$ cat src/design/pes_pkg.sv
`default_nettype none

package pes_pkg;

	localparam logic [2:0] RESET_STEPS = 3'd6;
	localparam logic [2:0] HOLD_STEPS_MAX = 3'd7;

	localparam logic [15:0] START_PRESS_RST = 16'd10000;
	localparam logic [7:0] MAX_ERROR_RST = 8'd100;
	localparam logic [15:0] FINGER_TMO_RST = 16'd1000;
	localparam logic [15:0] RESPONSE_TMO_RST = 16'd1200;
	localparam logic [15:0] RESET_STEP_RST = 16'd500;

	localparam logic [7:0] ERROR_SAT = 8'hFF;
	localparam logic [15:0] ELAPSED_SAT = 16'hFFFF;

	localparam int CFG_IDX_W = 3;
	localparam int CFG_DATA_W = 16;

	localparam logic [CFG_IDX_W-1:0] REG_START_PRESS = 3'd0;
	localparam logic [CFG_IDX_W-1:0] REG_MAX_ERROR = 3'd1;
	localparam logic [CFG_IDX_W-1:0] REG_FINGER_TMO = 3'd2;
	localparam logic [CFG_IDX_W-1:0] REG_RESPONSE_TMO = 3'd3;
	localparam logic [CFG_IDX_W-1:0] REG_RESET_STEP = 3'd4;

	localparam logic [2:0] CODE_CONFIG = 3'd0;
	localparam logic [2:0] CODE_PRESS = 3'd1;
	localparam logic [2:0] CODE_WAIT = 3'd2;
	localparam logic [2:0] CODE_PAUSE = 3'd3;
	localparam logic [2:0] CODE_FINISH = 3'd4;
	localparam logic [2:0] CODE_FAILURE = 3'd5;

	typedef enum logic [5:0] {
		M_CONFIG  = 6'b000001,
		M_PRESS   = 6'b000010,
		M_WAIT    = 6'b000100,
		M_PAUSE   = 6'b001000,
		M_FINISH  = 6'b010000,
		M_FAILURE = 6'b100000
	} mode_t;

	typedef struct packed {
		logic finger_down;
		logic contact_made;
		logic key_click;
		logic key_held;
		logic key_released_long;
	} tick_in_t;

	typedef struct packed {
		logic [2:0]  mode_code;
		logic        finger_drive;
		logic        indicator_led;
		logic [15:0] presses_left;
		logic [7:0]  errors_seen;
		logic        press_error;
		logic [15:0] failed_press_number;
		logic        finger_fault;
		logic [2:0]  reset_progress;
	} tick_out_t;

	function automatic logic [2:0] mode_code(input mode_t m);
		logic [2:0] c;
		unique case (m)
			M_PRESS:   c = CODE_PRESS;
			M_WAIT:    c = CODE_WAIT;
			M_PAUSE:   c = CODE_PAUSE;
			M_FINISH:  c = CODE_FINISH;
			M_FAILURE: c = CODE_FAILURE;
			default:   c = CODE_CONFIG;
		endcase
		return c;
	endfunction

endpackage

`default_nettype wire

$ cat src/design/press_endurance_sequencer.sv
`default_nettype none

// channel   | dir | handshake             | payload
// ----------+-----+-----------------------+------------------------------
// in        | in  | in_valid / in_stall   | in_data  (tick_in_t)
// out       | out | out_valid / out_stall | out_data (tick_out_t)
// cfg       | in  | cfg_valid / cfg_ready | cfg_index, cfg_data
//
// One tick per cycle while in_stall is low: the whole update is one pass of
// logic from the state registers and the request into the output register.
// A skid register behind the output keeps one extra result; in_stall rises
// only while it is full. arst_n selects config mode, reloads the press count,
// clears errors, timer and handshakes, and loads the config register defaults.
// cfg_ready is always high.
module press_endurance_sequencer (
	input  wire                               clk,
	input  wire                               arst_n,
	input  wire                               in_valid,
	output logic                              in_stall,
	input  wire pes_pkg::tick_in_t            in_data,
	output logic                              out_valid,
	input  wire                               out_stall,
	output pes_pkg::tick_out_t                out_data,
	input  wire                               cfg_valid,
	output logic                              cfg_ready,
	input  wire [pes_pkg::CFG_IDX_W-1:0]      cfg_index,
	input  wire [pes_pkg::CFG_DATA_W-1:0]     cfg_data
);
	import pes_pkg::*;

	logic [15:0] start_press_q;
	logic [7:0]  max_error_q;
	logic [15:0] finger_tmo_q;
	logic [15:0] response_tmo_q;
	logic [15:0] reset_step_q;

	mode_t       mode_q, mode_n;
	logic [15:0] presses_q, presses_n;
	logic [7:0]  errors_q, errors_n;
	logic [15:0] elapsed_q, elapsed_n;
	logic [2:0]  hold_q, hold_n;
	logic        latched_q, latched_n;
	logic        finger_q, finger_n;
	logic        led_q, led_n;
	logic        perr, ffault;
	logic [15:0] failed_no;

	tick_out_t   result;
	tick_out_t   out_q, skid_q;
	logic        out_valid_q, skid_valid_q;
	logic        accept, taken;

	assign cfg_ready = 1'b1;
	assign in_stall  = skid_valid_q;
	assign out_valid = out_valid_q;
	assign out_data  = out_q;
	assign accept    = in_valid && !skid_valid_q;
	assign taken     = out_valid_q && !out_stall;

	always_ff @(posedge clk or negedge arst_n) begin
		if (!arst_n) begin
			start_press_q  <= START_PRESS_RST;
			max_error_q    <= MAX_ERROR_RST;
			finger_tmo_q   <= FINGER_TMO_RST;
			response_tmo_q <= RESPONSE_TMO_RST;
			reset_step_q   <= RESET_STEP_RST;
		end else if (cfg_valid && cfg_ready) begin
			unique case (cfg_index)
				REG_START_PRESS:  start_press_q  <= cfg_data;
				REG_MAX_ERROR:    max_error_q    <= cfg_data[7:0];
				REG_FINGER_TMO:   finger_tmo_q   <= cfg_data;
				REG_RESPONSE_TMO: response_tmo_q <= cfg_data;
				REG_RESET_STEP:   reset_step_q   <= cfg_data;
				default: ;
			endcase
		end
	end

	always_comb begin
		mode_n    = mode_q;
		presses_n = presses_q;
		errors_n  = errors_q;
		elapsed_n = elapsed_q;
		hold_n    = hold_q;
		latched_n = latched_q;
		finger_n  = finger_q;
		led_n     = led_q;
		perr      = 1'b0;
		ffault    = 1'b0;
		failed_no = '0;

		if (mode_n == M_PRESS) begin
			if (presses_n != '0) begin
				finger_n  = 1'b1;
				mode_n    = M_WAIT;
				elapsed_n = '0;
			end else begin
				mode_n = M_FINISH;
			end
		end

		if (mode_n == M_WAIT) begin
			if (!in_data.finger_down) begin
				if (elapsed_n > finger_tmo_q) begin
					ffault = 1'b1;
					mode_n = M_CONFIG;
				end
			end else if (!in_data.contact_made) begin
				led_n = 1'b1;
				if (elapsed_n > response_tmo_q) begin
					led_n     = 1'b0;
					perr      = 1'b1;
					failed_no = presses_n;
					if (errors_n != ERROR_SAT)
						errors_n = errors_n + 8'd1;
					mode_n = (errors_n > max_error_q) ? M_FAILURE : M_PRESS;
				end
			end else begin
				led_n     = 1'b0;
				presses_n = presses_n - 16'd1;
				finger_n  = 1'b0;
				mode_n    = M_PRESS;
			end
		end

		if (mode_n != M_CONFIG) begin
			if (in_data.key_click && mode_n != M_FAILURE)
				mode_n = (mode_n == M_PAUSE) ? M_PRESS : M_PAUSE;
		end else if (in_data.key_click) begin
			mode_n = M_PRESS;
		end

		// long hold: first tick pauses, then one step per reset_step timeout
		if (in_data.key_held && !latched_n) begin
			if (hold_n == '0) begin
				mode_n    = M_PAUSE;
				elapsed_n = '0;
				hold_n    = 3'd1;
			end
			if (elapsed_n > reset_step_q) begin
				if (hold_n != HOLD_STEPS_MAX)
					hold_n = hold_n + 3'd1;
				elapsed_n = '0;
			end
			if (hold_n == RESET_STEPS) begin
				mode_n    = M_CONFIG;
				presses_n = start_press_q;
				errors_n  = '0;
				latched_n = 1'b1;
			end
		end else if (in_data.key_released_long) begin
			hold_n = '0;
			if (latched_n)
				latched_n = 1'b0;
			else
				mode_n = (errors_n > max_error_q) ? M_FAILURE : M_PAUSE;
		end

		if (mode_n != M_PRESS && mode_n != M_WAIT) begin
			finger_n = 1'b0;
			led_n    = 1'b0;
		end

		if (elapsed_n != ELAPSED_SAT)
			elapsed_n = elapsed_n + 16'd1;

		result.mode_code           = mode_code(mode_n);
		result.finger_drive        = finger_n;
		result.indicator_led       = led_n;
		result.presses_left        = presses_n;
		result.errors_seen         = errors_n;
		result.press_error         = perr;
		result.failed_press_number = failed_no;
		result.finger_fault        = ffault;
		result.reset_progress      = hold_n;
	end

	always_ff @(posedge clk or negedge arst_n) begin
		if (!arst_n) begin
			mode_q    <= M_CONFIG;
			presses_q <= START_PRESS_RST;
			errors_q  <= '0;
			elapsed_q <= '0;
			hold_q    <= '0;
			latched_q <= 1'b0;
			finger_q  <= 1'b0;
			led_q     <= 1'b0;
		end else if (accept) begin
			mode_q    <= mode_n;
			presses_q <= presses_n;
			errors_q  <= errors_n;
			elapsed_q <= elapsed_n;
			hold_q    <= hold_n;
			latched_q <= latched_n;
			finger_q  <= finger_n;
			led_q     <= led_n;
		end
	end

	always_ff @(posedge clk or negedge arst_n) begin
		if (!arst_n) begin
			out_valid_q  <= 1'b0;
			skid_valid_q <= 1'b0;
		end else if (skid_valid_q) begin
			if (taken) begin
				out_valid_q  <= 1'b1;
				skid_valid_q <= 1'b0;
			end
		end else if (accept) begin
			if (!out_valid_q || taken)
				out_valid_q <= 1'b1;
			else
				skid_valid_q <= 1'b1;
		end else if (taken) begin
			out_valid_q <= 1'b0;
		end
	end

	always_ff @(posedge clk) begin
		if (skid_valid_q) begin
			if (taken)
				out_q <= skid_q;
		end else if (accept) begin
			if (!out_valid_q || taken)
				out_q <= result;
			else
				skid_q <= result;
		end
	end

endmodule

`default_nettype wire

$ cat config.mk
export PLATFORM = sky130hd
export DESIGN_NAME = press_endurance_sequencer
export DESIGN_NICKNAME = d
export VERILOG_FILES = /design/src/design/pes_pkg.sv /design/src/design/press_endurance_sequencer.sv
export SDC_FILE = /design/constraint.sdc
export NUM_CORES = 1
export LEC_CHECK = 0
export BUFFER_PORTS_ARGS = -buffer_cell sky130_fd_sc_hd__clkbuf_2
export CORE_AREA = 10 10 139 173
export CTS_CLUSTER_DIAMETER = 120
export CTS_CLUSTER_SIZE = 24
export DETAILED_ROUTE_END_ITERATION = 6
export DIE_AREA = 0 0 149 183
export HOLD_SLACK_MARGIN = 0.03
export PLACE_DENSITY_LB_ADDON = 0.3
export SYNTH_ARGS = -nofsm -noshare
export SYNTH_HDL_FRONTEND = slang
export SYNTH_SLANG_ARGS = --single-unit
$ cat constraint.sdc
create_clock -name clk -period 10.1 [get_ports clk]
set_clock_uncertainty 0.05 [all_clocks]
set_input_delay 0.505 -clock clk [delete_from_list [all_inputs] [get_ports clk]]
set_output_delay 0.505 -clock clk [all_outputs]
set_load 0.1 [all_outputs]
==> results.md <==
Outcome:
- The flow ran to the end, and the final reports show no timing, DRC or antenna violations.

Clock network:
- Clock-pin slew was measured on the worst setup and hold paths at 0.10 ns.
- Buffers added to address setup during post-CTS repair amount to 0.
- The H-tree depth is 1.
- The deepest clock path buffer count is 3.
- For the worst-skew pair, the clock arrives at the later sink with an insertion delay of 0.48 ns.
- The cell chosen for the clock root is sky130_fd_sc_hd__clkbuf_16.
- The CTS tree is yes.
- The number of clock buffers added by TritonCTS is 13.
- CTS saw 226 sinks.

STA:
- Setup repair after global routing left no endpoint under its margin.
- The achievable clock frequency is 121.8 MHz.
- For the finished layout, the period the worst path requires is between 8 and 9 ns.
- The number of pins with negative max-slew slack in the final report is 0.
- The post-route clock period utilization is 0.8129.
- The total count of hold-check failures in the final report is 0.
- After routing, the total negative slack on setup checks comes to 0 ns.
- The remaining max-slew budget at the tightest pin is 0.3220.
- At the pin with the least slew margin, the transition time is around 1.0 ns.
- Setup violations remaining at the end of the flow were counted as 0.

Placement:
- At the end of routability-driven placement, the weighted congestion stood at 0.9680.
- The wire-length estimate of the detail-placed layout is ~21000 µm.
- In this run the tool buffered the top-level ports with 80 buffer cells.
- The count of placed standard cells including taps is 1538.

Layout:
- The layout has 1713 filler cells.
- Leaving out fill and tap cells, the most frequent cell in the layout is sky130_fd_sc_hd__nand2_1.
- The net total in the final layout is 1377.
- The final standard cell count with taps included and fillers excluded is 1561.
- The signed area change from the synthesized netlist to the final layout is 8.514%.
- In the final layout, the share of cells above drive strength 1 is 0.1694.
- The number of antenna diodes in the final layout is 0.
- In the layout the commonest cells are sky130_fd_sc_hd__nand2_1, sky130_fd_sc_hd__o21ai_0, sky130_fd_sc_hd__inv_1, sky130_fd_sc_hd__edfxtp_1, sky130_fd_sc_hd__dfrtp_1.

Power:
- The share of total power dissipated in the clock network is 0.141.
- The internal power of the cells totals 0.001986 W.
- Of the total power, combinational logic draws 0.494.
- Of the total power, registers draw 0.365.
- VDD sags by at most 0.2146 mV.
- The switching share of power is 0.4879.
- For this design the ratio of total power to cell area is 291.6 nW/µm².
- The leakage component of the power is ~6 nW.
- The analysis attributes to net switching a power of about 0.0019 W.

Hold path:
- In this run the most critical hold path is launched from cfg_data[8].
- The type of the most critical hold path is input port to register.

Die:
- The area of the die is 27270 µm².
- The die boundary width is around 150 µm.
- The standard-cell row count is 59.
- The die is 183 µm tall.
- The initial utilization of the core area, before any placement, comes to 0.5930.
- The floorplan step defined a core boundary enclosing 20670 µm².
- During I/O placement, the number of pins put on the boundary was 82.

Yosys:
- The flop and latch count out of synthesis is 226.
- The gate count of the mapped netlist is 1225.
- The most used flip-flop cell after synthesis is sky130_fd_sc_hd__edfxtp_1.
- The number of nets in the synthesized netlist is 1322.
- The synthesized design contains 100 enable-type register cells.
- Each instance of the synthesized netlist takes up on average 10.01 µm².
- The number of unique standard cell types used by synthesis is 79.
- The fraction of registers with async set or reset after synthesis is 0.5575.
- The cell area that synthesis handed to floorplanning was around 12000 µm².
- The number of warnings issued by yosys is 0.
- The post-synthesis sequential area ratio is 0.5053.

Detailed routing:
- The number of iterations in the first detailed-routing pass is 5.
- Once detail routing completed, the nets flagged for antenna violations numbered 0.
- The average via count per standard cell is ~6.
- The number of DRC markers in iteration 0 is 763.
- For this run, design rule violations remaining after detail routing come to 0.
- After detailed routing, the total wire length is 28980 µm.
- The average wire per standard cell is 18.56 µm.
- The routed layout has 9265 vias.

GRT:
- The first global-routing pass estimated 47060 µm of wire.
- For met3 alone, demand over resource in global routing was 0.02537.
- The number of global-route vias before repair is between 9000 and 10000.
- The total overflow left after global routing is 0.
- The maximum number of pins on one net before global-route repair is 85.
- The initial antenna violation count is 0.
- The global-route met1 utilization is 0.2750.
- The layer carrying the most global-route usage is met2.
- Across every metal layer, demand over resource in global routing totals 0.2110.
- For met2 alone, demand over resource in global routing was 0.3547.

Setup path:
- Data arrives at the worst endpoint at 8.46 ns.
- The start point of the critical path is presses_q[0]$_DFFE_PN0P_.
- The startpoint identified for the worst register-to-register timing path is presses_q[0]$_DFFE_PN0P_.
- The critical path start-end classification is register to register.
- STA classifies the critical path startpoint as a register.
- Of all nets on the critical path, the largest fanout is 29.
- The required time at the endpoint of the critical path is ~10 ns.
- STA classifies the critical path endpoint as a register.

Run:
- The max-cap violation count is 0.
## final timing paths
kind | endpoint | slack (ns) | cells after the start
max | out_data[46]$_DFFE_PP_ | 1.89 | 25
min | finger_tmo_q[8]$_DFFE_PN1P_ | 0.22 | 3
max reg2reg | out_data[46]$_DFFE_PP_ | 1.89 | 25
min reg2reg | elapsed_q[5]$_DFFE_PN0P_ | 0.46 | 1
max in group asynchronous | start_press_q[7]$_DFFE_PN0P_ | 8.03 | 3
min in group asynchronous | hold_q[0]$_DFFE_PN0P_ | 0.53 | 2
## what timing repair did
item,CTS,global route
hold buffers,1,0
resized for setup,0,0
endpoints found under the hold margin,27,0
## cells by family (layout without fill, tap and decap cells)
family / Yosys count / count (layout) / share of synthesized area
adders and majority gates: 68 / 68 / 0.06942
and+or+nand+nor: 432 / 432 / 0.1739
xor gates and xnor gates: 24 / 24 / 0.01715
buffers and inverters: 151 / 213 / 0.04767
muxes: 58 / 58 / 0.05288
other: 1 / 1 / 0.0003060
DFF: 226 / 226 / 0.5053
AOI/OAI and AO/OA: 265 / 265 / 0.1333
## sequential cells by signal (all words and copies together), names as in the netlist, 6 cells and up
signal / count
elapsed_q: 16
errors_q: 8
finger_tmo_q: 16
max_error_q: 8
mode_q: 6
out_data: 50
presses_q: 16
reset_step_q: 16
response_tmo_q: 16
skid_q: 50
start_press_q: 16
## worst max-delay path: stages, from the launching register on
cell,delay (ns)
sky130_fd_sc_hd__dfrtp_1,0.43
sky130_fd_sc_hd__inv_1,0.14
sky130_fd_sc_hd__ha_1,0.16
sky130_fd_sc_hd__or4b_1,0.50
sky130_fd_sc_hd__nor4_4,0.54
sky130_fd_sc_hd__or2_1,0.71
sky130_fd_sc_hd__and2_1,0.25
sky130_fd_sc_hd__ha_1,0.25
sky130_fd_sc_hd__a21o_1,0.16
sky130_fd_sc_hd__a21o_1,0.16
sky130_fd_sc_hd__a2111oi_0,0.60
sky130_fd_sc_hd__nand3_1,0.58
sky130_fd_sc_hd__nand2_1,0.61
sky130_fd_sc_hd__mux2i_1,0.25
sky130_fd_sc_hd__inv_1,0.08
sky130_fd_sc_hd__ha_1,0.29
sky130_fd_sc_hd__nor2b_1,0.14
sky130_fd_sc_hd__o211ai_1,0.15
sky130_fd_sc_hd__a21oi_1,0.10
sky130_fd_sc_hd__o21ai_0,0.43
sky130_fd_sc_hd__or3_1,0.20
sky130_fd_sc_hd__o311a_1,0.21
sky130_fd_sc_hd__o41ai_4,0.10
sky130_fd_sc_hd__a22oi_1,0.28
sky130_fd_sc_hd__nand4_1,0.31
sky130_fd_sc_hd__o41ai_2,0.34
## cell type report
class | instances | area (µm²) | area share
clock inverter | 2 | 25.02 | 0.001881
clock buffer | 20 | 351.6 | 0.02643
sequential | 226 | 6195 | 0.4658
timing repair buffer | 91 | 488.0 | 0.03669
multi-input combinational | 848 | 5523 | 0.4152
tap | 274 | 342.8 | 0.02578
inverter | 100 | 375.4 | 0.02822
## power by group through the flow
stage | clock (W) | combinational, W | sequential (W)
6_report | 0.000547 | 0.00192 | 0.00142
5_1_grt | 0.000599 | 0.00207 | 0.00145
4_1_cts | 0.000565 | 0.00192 | 0.00141
3_5_place_dp | 0 | 0.00191 | 0.00143
3_3_place_gp | 0 | 0.00188 | 0.00142
2_1_floorplan | 0 | 0.000876 | 0.00208
## stage by stage
| step | total power, W | utilization | hold WS [ns] | setup WS (ns) | cell area (µm²) |
|---|---|---|---|---|---|
| global route | 0.004118 | 0.6435 | 0.2100 | 1.106 | 13300 |
| finish | 0.003878 | 0.6435 | 0.2182 | 1.890 | 13300 |
| global placement | 0.003300 | 0.6248 | 0.4340 | 2.151 | 12910 |
| floorplan | 0.002955 | - | 0.1594 | 3.230 | 12260 |
| detailed placement | 0.003346 | 0.6248 | 0.4421 | 2.002 | 12910 |
| CTS | 0.003899 | 0.6435 | 0.1937 | 1.968 | 13300 |
## synthesized netlist by cell type (3+ instances only)
library cell	count	area share
sky130_fd_sc_hd__dfrtp_1	96	0.20
sky130_fd_sc_hd__or4_1	3	0.0018
sky130_fd_sc_hd__nor3_1	20	0.0082
sky130_fd_sc_hd__and2_1	15	0.0077
sky130_fd_sc_hd__mux2_2	54	0.050
sky130_fd_sc_hd__and3_1	27	0.014
sky130_fd_sc_hd__or3_1	7	0.0036
sky130_fd_sc_hd__o31a_1	3	0.0021
sky130_fd_sc_hd__xnor2_1	18	0.013
sky130_fd_sc_hd__nand4_1	27	0.014
sky130_fd_sc_hd__o31ai_1	5	0.0031
sky130_fd_sc_hd__xor2_1	6	0.0043
sky130_fd_sc_hd__a31oi_1	4	0.0020
sky130_fd_sc_hd__nand2_1	188	0.058
sky130_fd_sc_hd__a21o_1	11	0.0067
sky130_fd_sc_hd__buf_1	5	0.0015
sky130_fd_sc_hd__o21ai_1	7	0.0029
sky130_fd_sc_hd__nor2b_1	7	0.0036
sky130_fd_sc_hd__inv_1	100	0.031
sky130_fd_sc_hd__nand3_1	38	0.016
sky130_fd_sc_hd__nor4_4	3	0.0052
sky130_fd_sc_hd__edfxtp_1	100	0.24
sky130_fd_sc_hd__nor4_1	7	0.0036
sky130_fd_sc_hd__a41o_1	4	0.0033
sky130_fd_sc_hd__o21ai_0	137	0.056
sky130_fd_sc_hd__o21a_1	6	0.0037
sky130_fd_sc_hd__clkbuf_1	41	0.013
sky130_fd_sc_hd__a21oi_1	45	0.018
sky130_fd_sc_hd__ha_1	68	0.069
sky130_fd_sc_hd__dfstp_2	30	0.064
sky130_fd_sc_hd__nand3b_1	3	0.0018
sky130_fd_sc_hd__nor2_1	59	0.018
sky130_fd_sc_hd__or2_2	4	0.0020
sky130_fd_sc_hd__o211ai_1	6	0.0037
sky130_fd_sc_hd__a22o_1	6	0.0043
sky130_fd_sc_hd__mux2i_1	4	0.0033
sky130_fd_sc_hd__nand2b_1	9	0.0046
## layer usage
layer | up-vias | part of all wire
met3 | 58 | 0.057
met2 | 300 | 0.49
met5 | - | 0
met4 | 0 | 0.031
li1 | 4448 | -
met1 | 4459 | 0.43
No activity file was read; power rests on OpenSTA's default activity.
